[src/sv/sem_pkg.sv]
// shared types and constants for the sobel edge magnitude core
`timescale 1ns / 1ps
package sem_pkg;

  // configuration register indexes
  localparam logic [1:0] CFG_FRAME_WIDTH  = 2'd0;
  localparam logic [1:0] CFG_FRAME_HEIGHT = 2'd1;
  localparam logic [1:0] CFG_SENSITIVITY  = 2'd2;

  localparam logic [10:0] FRAME_WIDTH_RST  = 11'd640;
  localparam logic [12:0] FRAME_HEIGHT_RST = 13'd480;
  localparam logic [15:0] SENS_RST         = 16'd256;

  // luma weights in thousandths
  localparam logic [9:0] W_RED   = 10'd299;
  localparam logic [9:0] W_GREEN = 10'd587;
  localparam logic [9:0] W_BLUE  = 10'd114;

  // ceil(2^28 / 1000), exact floor for sums below 2^18
  localparam logic [18:0] RECIP_1000 = 19'd268436;
  localparam int          RECIP_SHIFT = 28;

  // number of root bits out of the 21-bit sum of squares
  localparam int SQRT_BITS = 11;

  typedef struct packed {
    logic load;
    logic gray_sum;
    logic gray_div;
    logic win_upd;
    logic sob;
    logic sqr;
    logic sqrt_step;
    logic scale;
    logic last;
    logic rsel;
    logic csel;
  } sem_cmd_t;

  typedef struct packed {
    logic [1:0] rmask;
    logic [1:0] cmask;
    logic       sqrt_last;
    logic       out_fire;
  } sem_status_t;

endpackage

[src/sv/sem_ctrl.sv]
// sequencing state machine for the sobel edge magnitude core
`timescale 1ns / 1ps
module sem_ctrl (
  input  logic                 clk_i,
  input  logic                 rst_ni,
  input  logic                 in_valid_i,
  output logic                 in_ready_o,
  input  sem_pkg::sem_status_t status_i,
  output sem_pkg::sem_cmd_t    cmd_o
);

  localparam logic [3:0] S_IDLE  = 4'd0;
  localparam logic [3:0] S_GRAY  = 4'd1;
  localparam logic [3:0] S_DIV   = 4'd2;
  localparam logic [3:0] S_WIN   = 4'd3;
  localparam logic [3:0] S_SOB   = 4'd4;
  localparam logic [3:0] S_SQR   = 4'd5;
  localparam logic [3:0] S_SQRT  = 4'd6;
  localparam logic [3:0] S_SCALE = 4'd7;
  localparam logic [3:0] S_OUT   = 4'd8;

  logic [3:0] state_q, state_d;
  logic       rsel_q, rsel_d;
  logic       csel_q, csel_d;
  logic       has_next;

  // another (row, col) pair follows in raster order
  assign has_next = (!csel_q && status_i.cmask[1]) || (!rsel_q && status_i.rmask[1]);

  always_comb begin
    state_d    = state_q;
    rsel_d     = rsel_q;
    csel_d     = csel_q;
    cmd_o      = '0;
    cmd_o.rsel = rsel_q;
    cmd_o.csel = csel_q;
    cmd_o.last = !has_next;
    in_ready_o = 1'b0;
    unique case (state_q)
      S_IDLE: begin
        in_ready_o = 1'b1;
        if (in_valid_i) begin
          cmd_o.load = 1'b1;
          state_d    = S_GRAY;
        end
      end
      S_GRAY: begin
        cmd_o.gray_sum = 1'b1;
        state_d        = S_DIV;
      end
      S_DIV: begin
        cmd_o.gray_div = 1'b1;
        state_d        = S_WIN;
      end
      S_WIN: begin
        cmd_o.win_upd = 1'b1;
        if (status_i.rmask == 2'b00 || status_i.cmask == 2'b00) begin
          state_d = S_IDLE;
        end else begin
          rsel_d  = !status_i.rmask[0];
          csel_d  = !status_i.cmask[0];
          state_d = S_SOB;
        end
      end
      S_SOB: begin
        cmd_o.sob = 1'b1;
        state_d   = S_SQR;
      end
      S_SQR: begin
        cmd_o.sqr = 1'b1;
        state_d   = S_SQRT;
      end
      S_SQRT: begin
        cmd_o.sqrt_step = 1'b1;
        if (status_i.sqrt_last) begin
          state_d = S_SCALE;
        end
      end
      S_SCALE: begin
        cmd_o.scale = 1'b1;
        state_d     = S_OUT;
      end
      S_OUT: begin
        if (status_i.out_fire) begin
          if (has_next) begin
            if (!csel_q && status_i.cmask[1]) begin
              csel_d = 1'b1;
            end else begin
              rsel_d = 1'b1;
              csel_d = !status_i.cmask[0];
            end
            state_d = S_SOB;
          end else begin
            state_d = S_IDLE;
          end
        end
      end
      default: begin
        state_d = S_IDLE;
      end
    endcase
  end

  always_ff @(posedge clk_i or negedge rst_ni) begin
    if (!rst_ni) begin
      state_q <= S_IDLE;
      rsel_q  <= 1'b0;
      csel_q  <= 1'b0;
    end else begin
      state_q <= state_d;
      rsel_q  <= rsel_d;
      csel_q  <= csel_d;
    end
  end

endmodule

[config.mk]
export PLATFORM = sky130hd
export DESIGN_NAME = sem_ctrl
export DESIGN_NICKNAME = d
export VERILOG_FILES = /design/src/sv/sem_pkg.sv /design/src/sv/sem_ctrl.sv
export SDC_FILE = /design/constraint.sdc
export NUM_CORES = 1
export LEC_CHECK = 0
export BUFFER_PORTS_ARGS = -buffer_cell sky130_fd_sc_hd__buf_2
export CORE_MARGIN = 4
export CORE_UTILIZATION = 28
export CTS_BUF_LIST = sky130_fd_sc_hd__clkbuf_2
export CTS_CLUSTER_DIAMETER = 30
export DETAILED_ROUTE_END_ITERATION = 7
export PLACE_DENSITY = 0.56
export SKIP_LAST_GASP = 1
export SYNTH_ARGS = -nofsm -noshare
export SYNTH_HDL_FRONTEND = slang
export SYNTH_SLANG_ARGS = --single-unit
[constraint.sdc]
create_clock -name clk_i -period 1.7 [get_ports clk_i]
set_input_delay 0 -clock clk_i [delete_from_list [all_inputs] [get_ports clk_i]]
set_output_delay 0 -clock clk_i [all_outputs]
set_load 0.1 [all_outputs]
======== After elaboration in Yosys (flattened, before gate mapping) ========
Cells that the tools add are included.
operators by class
  equal/unequal tests ..................... 14
  mux-type cells .......................... 26
  reduce and logical (&&, ||, !) cells .... 16
operators with widths
  operator              number
  $pmux W4 S9           1
  $mux W1               18
  $eq A4 B3 Y1 const B  4
  $mux W4               3
  $ne A2 B2 Y1 const B  6
  $eq A4 B2 Y1 const B  2
  $mux W3               2
  $logic_not A1 Y1      5
  $reduce_and A5 Y1     1
  $eq A4 B1 Y1 const B  1
  $eq A4 B4 Y1 const B  1
  $logic_not A2 Y1      2
  $logic_not A4 Y1      1
  $pmux W1 S2           2
  $reduce_and A4 Y1     1
  $reduce_and A3 Y1     1
  $logic_and A1 B1 Y1   2
  $logic_or A1 B1 Y1    2
  $reduce_bool A2 Y1    1
word-level totals
  register bits ........................... 6
  word-level logic and storage cells ...... 59
  output and inout port bits .............. 12
  input port bits ......................... 9

======== Depth between registers and ports, before layout ========
Gate-level depths: netlist of the first run.
  word-level depth ........................ 6
  gate-level depth with buffers ........... 5

======== Worst setup path before layout of the first run ========
OpenSTA, ideal clock, no wires.
  path kind ............................... register to output
  start ................................... reg state_q[3]
  end ..................................... out cmd_o[10] (netlist name)
  setup slack ............................. -2.868 ns
  arrival ................................. 4.568 ns
  buffers on the path ..................... 1
  stages on the path, launching flop included .. 4
  cell sequence ........................... dfrtp_1 > buf_4 > nor4_1 > and2_1
RTL lines
  what                    RTL line         text
  from (decl)             sem_ctrl.sv:22   logic [3:0] state_q, state_d;
  from (signal assigned)  sem_ctrl.sv:110  state_q <= state_d;
  to (decl)               sem_ctrl.sv:9    output sem_pkg::sem_cmd_t cmd_o

======== Final worst setup path of the first run ========
  start ................................... reg state_q[2]
  end ..................................... reg csel_q
on the way
  word-level cells in the longest chain between the ends .. 3
  elaborated cells between the ends (all ways) .. 8
ends and longest elaborated chain
  what                                                                        RTL line         text
  $eq A4 B2 Y1 / $eq A4 B4 Y1 (equally long branches)                         sem_ctrl.sv:39   unique case (state_q)
  $ne A2 B2 Y1 (no source line) / $reduce_bool A2 Y1 (equally long branches)  n/a
  $reduce_and A4 Y1 (no source line)                                          n/a
  to (signal assigned)                                                        sem_ctrl.sv:112  csel_q <= csel_d;
  to (decl)                                                                   sem_ctrl.sv:24   logic csel_q, csel_d;
Several ways; a longest one is shown, not always the timed one.
A chain may end at the register's enable or synchronous reset.

==> results of run 1 <==
-- worst paths after layout --
check | start | to | depth (start not counted)
worst min register to register | csel_q | csel_q | 1
worst max-delay path | state_q[2] | csel_q | 4
max in group asynchronous | rst_ni | state_q[2] | 2
min in group asynchronous | rst_ni | csel_q | 2
worst min-delay path | status_i[0] | state_q[3] | 2
worst max register to register | state_q[2] | csel_q | 4
-- cell usage after synthesis --
library cell / number
nand2b_1: 4
a21oi_4: 1
nor4_1: 3
and2_1: 2
a21oi_1: 2
buf_4: 3
dfrtp_1: 6
o22ai_1: 3
or2b_1: 1
or4b_4: 1
nand2_1: 2
or2_1: 1
nor2_1: 5
a21oi_2: 1
nor3_1: 6
inv_1: 2
mux2_4: 1
a221oi_1: 1
-- critical path, stage by stage (launching register included) --
cell,delay (ns)
dfrtp_2,0.39
or4b_4,0.58
a21oi_4,0.15
a21oi_2,0.09
mux2_4,0.29
-- per-stage QoR --
step	TNS [ns]	cell area, um^2	hold WS [ns]	setup WS [ns]
6_report	0	702	0.0495	0.0843
5_1_grt	0	702	0.0568	0.0409
4_1_cts	0	702	0.0416	0.0795
3_5_place_dp	0	667	-0.174	0.0906
3_3_place_gp	0	667	-0.174	0.112
2_1_floorplan	-1.77	458	-0.296	-0.414
-- layout by cell type, fill, tap and decap left out, types with 3 or more instances in the layout --
| master | synthesis | final |
|---|---|---|
| clkbuf_2 | 0 | 3 |
| buf_4 | 3 | 5 |
| buf_12 | 0 | 5 |
| nor2_2 | 0 | 3 |
| dfrtp_1 | 6 | 4 |
| nand2b_1 | 4 | 4 |
| buf_2 | 0 | 15 |
| nor3_2 | 0 | 3 |
-- layout make-up --
type                    instances  area share, %
multi-input cells              34           39.2
repair buffers                 27           33.2
flip-flops and latches          6           21.7
well taps                      15           2.67
clock buffers                   3           2.14
inverters                       2           1.07
-- sequential cells by signal (all words and copies together), names as in the netlist --
register and count:
state_q 4, csel_q 1, rsel_q 1
-- per-layer routing --
metal | up-vias | global-route usage, % | wire length, um
met5 | - | 0 | 0
met4 | 0 | 5.11 | 0
met3 | 0 | 3.16 | 96
met2 | 15 | 18.9 | 517
met1 | 183 | 13.0 | 431
li1 | 217 | - | -
-- cell families (layout without fill, tap and decap cells) --
family,Yosys count,count (layout),synth area share (%)
AOI/OAI and AO/OA,8,8,15.7
DFF,6,6,37.7
buffers and inverters,5,32,7.55
and+or+nand+nor,25,25,35.2
muxes,1,1,3.77
==> out/metrics.yaml, run 1 <==
outcome:
  run_status: "complete, no violations"
timing:
  hold_viol_final: 0
  setup_viol: 0
  rsz0062_at_grt: "no"
  min_period_ns: 1.62
  clock_skew_ns: 0.00229
  worst-slew-pin-transition_ns: 0.486
  fin_crit_sh_pct: 95.0
  slew_headroom_pct: 67.8
  fmax_mhz: 619
  drv_slew: 0
synth:
  syn_area_um2: 398
  synth.distinct_cells: 18
  ys_warn_count: 0
  yosysSeqAreaShare_pct: 37.7
  synth_nets: 54
  ys_top_cells_by_area: "dfrtp_1 38%, nor3_1 7.5%, nand2b_1 6.3%, buf_4 5.7%, nor2_1 4.7%"
  synth_top_area_share_pct: 37.7
  yosys.area.top_type: "dfrtp_1"
  ys_ff_latch: 6
  syn_area_per_cell_um2: 8.84
  synth_cells: 45
clock_network:
  cts_tree: "yes"
  postCtsResizedCells: 0
  cts-root-buf: "clkbuf_2"
  cts_hold_buf: 2
  cts.sinks: 6
  clockBufferDepth: 2
  h-tree-depth: 1
  numCtsBuffers: 3
  clk_pin_slew_ns: 0.05
  clk_latency_ns: 0.21
  cts_setup_buffers: 0
route:
  avgViaCountPerCell: 4.77
  firstDrtPassIters: 4
  drt_wl_total_um: 1040
  drc_errors: 0
  ant_nets: 0
  drtIter0Drc: 5
  wl_per_cell_um: 12.0
  vias: 415
placed_design:
  hpwl_um: 878
  io_buffers: 20
  gp_congestion: 0.756
  place_inst: 82
final_layout:
  final_util_pct: 53.3
  n_fill_cell: 120
  antennaDiodeCount: 0
  drive_gt1_share_pct: 61.1
  instances_no_fill: 87
  finalNetCount: 83
  syn2layout_area_growth_pct: 76.4
  regArea_um2: 153
  multi_input_area_um2: 275
grt:
  grt-ovfl-total: 0
  grt_max_degree: 9
  antenna_found_initial: 0
  grt_pass1_wl_um: 1700
  grt_pass1_vias: 413
  grt_usage_pct: 11.2
setup_path:
  cp.arrival_ns: 1.71
  start_kind: "register"
  crit_type: "register to register"
  required_ns: 1.79
  critical_path.max_fanout: 4
  r2r_slack_ns: 0.08
  crit_path_end_kind: "register"
floorplanning:
  core_area_mm2: 0.00132
  die_area_mm2: 0.00209
  die_x_um: 45.7
  rows: 13
  initial_core_util_pct: 30.2
  die_h_um: 45.7
  pin_count: 21
hold_path:
  hp-class: "input pin to register"
run:
  maxCapViolCount: 0
Power of run 1 is not shown: default switching activity piles up to over one toggle a cycle in this logic, so the estimate is an artifact.
==> run 2: changes to the inputs <==
--- a/config.mk
+++ b/config.mk
@@ -5,13 +5,14 @@
 export SDC_FILE = /design/constraint.sdc
 export NUM_CORES = 1
 export LEC_CHECK = 0
+export ABC_AREA = 1
 export BUFFER_PORTS_ARGS = -buffer_cell sky130_fd_sc_hd__buf_2
 export CORE_MARGIN = 4
 export CORE_UTILIZATION = 28
 export CTS_BUF_LIST = sky130_fd_sc_hd__clkbuf_2
 export CTS_CLUSTER_DIAMETER = 30
 export DETAILED_ROUTE_END_ITERATION = 7
-export PLACE_DENSITY = 0.56
+export PLACE_DENSITY = 0.54
 export SKIP_LAST_GASP = 1
 export SYNTH_ARGS = -nofsm -noshare
 export SYNTH_HDL_FRONTEND = slang
==> out/metrics.yaml, run 2 <==
setup_path:
  path_cells: "nor2_1, inv_1, nor3_2, buf_2"
  max_stage_delay_ns: 0.44
  cp.arrival_ns: 1.50
  cp.depth: 4
  critical_path_buf_inv_count: 2
  required_ns: 1.70
  worstSetupEndpoint: "cmd_o[4]"
  r2r-start: "state_q[0]"
  r2r_slack_ns: 0.46
  reg2reg_to: "state_q[2]"
  crit_start: "state_q[3]"
  critical-path-top-delay-family: "buffers and inverters"
  crit_path_end_kind: "output port"
  start_kind: "register"
  slowest_stage: "buf_2"
  crit_type: "register to output port"
  critical_path.max_fanout: 5
  rr_worst_depth: 8
clock_network:
  clk_pin_slew_ns: 0.07
  clockBufferDepth: 2
  cts.sinks: 6
  numCtsBuffers: 3
  cts_tree: "yes"
  cts-root-buf: "clkbuf_2"
  postCtsResizedCells: 0
  clk_latency_ns: 0.22
  h-tree-depth: 1
route:
  ant_nets: 0
  wl_per_cell_um: 9.43
  drc_errors: 0
  drtIter0Drc: 8
  firstDrtPassIters: 4
  drt_wl_total_um: 1060
  vias: 492
  avgViaCountPerCell: 4.39
timing:
  hold_viol_final: 0
  rsz0062_at_grt: "no"
  fin_crit_sh_pct: 88.4
  drv_slew: 0
  finalSetupTns_ns: 0
  holdWs_ns: 0.0665
  fmax_mhz: 666
  setup_viol: 0
  min_period_ns: 1.50
  slew_headroom_pct: 67.6
  worst-slew-pin-transition_ns: 0.489
  clock_skew_ns: 0.0143
final_layout:
  top_regs: "state_q x4, csel_q x1, rsel_q x1"
  final_util_pct: 39.8
  final_cell_mix: "21 x nand2_1, 20 x buf_2, 11 x nor2_1"
  antennaDiodeCount: 0
  largest_reg_flops: 4
  final_common_cell: "nand2_1"
  syn2layout_area_growth_pct: 31.4
  finalNetCount: 107
  drive_gt1_share_pct: 39.6
  n_fill_cell: 177
  top_register: "state_q"
  instances_no_fill: 112
floorplanning:
  initial_core_util_pct: 30.3
  die_h_um: 48.6
  die_area_mm2: 0.00236
  rows: 14
  die_x_um: 48.6
  pin_count: 21
  core_area_mm2: 0.00152
synth:
  ys_ff_latch: 6
  async_flop_share_pct: 100
  yosys.area.top_type: "dfrtp_1"
  ys_warn_count: 0
  synth_nets: 83
  synth_most_common_cell: "nand2_1"
  synth_cells: 74
  synth_common_cells: "21 x nand2_1, 13 x nor2_1, 10 x inv_1"
  syn_area_um2: 462
  synth_top_area_share_pct: 32.5
  synth_edf_count: 0
  synth.distinct_cells: 14
  synth_flop_cell: "dfrtp_1"
  ys_top_cells_by_area: "dfrtp_1 33%, nand2_1 17%, nor2_1 11%, inv_1 8.1%, nand2_2 6.8%"
  syn_area_per_cell_um2: 6.24
  yosysSeqAreaShare_pct: 32.5
hold_path:
  hold_start: "status_i[2]"
  hp-class: "input pin to register"
  hold_path_depth: 4
grt:
  grt_max_degree: 7
  grt_pass1_wl_um: 1770
  grt_pass1_vias: 437
  antenna_found_initial: 0
  grt-ovfl-total: 0
  grt_usage_pct: 9.40
placed_design:
  io_buffers: 20
  gp_congestion: 0.753
  place_inst: 108
  hpwl_um: 923
run:
  maxCapViolCount: 0
outcome:
  run_status: "complete, no violations"
==> run 2: cell types whose count changed in the layout (fill, tap and decap cells not counted), sizes merged, moves of 3 or more <==
cell / change
nand2: +24
inv: +11
nor2: +10
nand3: +6
buf: -5
a21oi: -4
nand2b: -4
nor3: -3
nor4: -3
o22ai: -3
==> run 2: cells by family after synthesis <==
group	after synthesis	share of synthesized area, %
compound gates	2	2.17
simple gates	51	51.5
buf+inv	15	13.8
flops	6	32.5
==> run 2: stage by stage <==
step	setup WS (ns)	area [um^2]
floorplan	-0.207	477
global placement	0.376	582
detailed placement	0.438	582
CTS	0.184	607
global route	0.0182	607
finish	0.198	607
==> run 2: worst register-to-register path: cells and delay by family (launching register included) <==
kind | cells | cell delay [ns]
buf+inv | 1 | 0.11
simple gates | 7 | 0.55
flops | 1 | 0.46
==> run 2: cell type report <==
type                    instances  area, um^2  share of cell area (%)
multi-input cells              53         263                    43.3
flip-flops and latches          6         150                    24.7
repair buffers                 21         110                    18.1
inverters                      13        48.8                    8.04
well taps                      16        20.0                    3.30
clock buffers                   3        15.0                    2.47
==> run 2: per-layer routing <==
layer  track usage (%)  up-vias  wire length (um)
met2              13.0       13               502
met1              12.2      213               491
met4              8.07        0                 0
met5                 0        -                 0
li1                  -      266                 -
met3              1.84        0                61
==> run 2: worst min path at each step <==
stage / to / slack (ns)
after floorplan: csel_q / -0.30
after global placement: state_q[3] / -0.16
after detailed placement: state_q[3] / -0.17
after CTS: csel_q / 0.05
after global routing: csel_q / 0.07
final: csel_q / 0.07
==> run 2: what timing repair did <==
action	4_1_cts	5_1_grt
hold buffers	1	0
hold endpoints to repair	6	0
setup buffers	0	0
Power of run 2 is left out for the same reason.
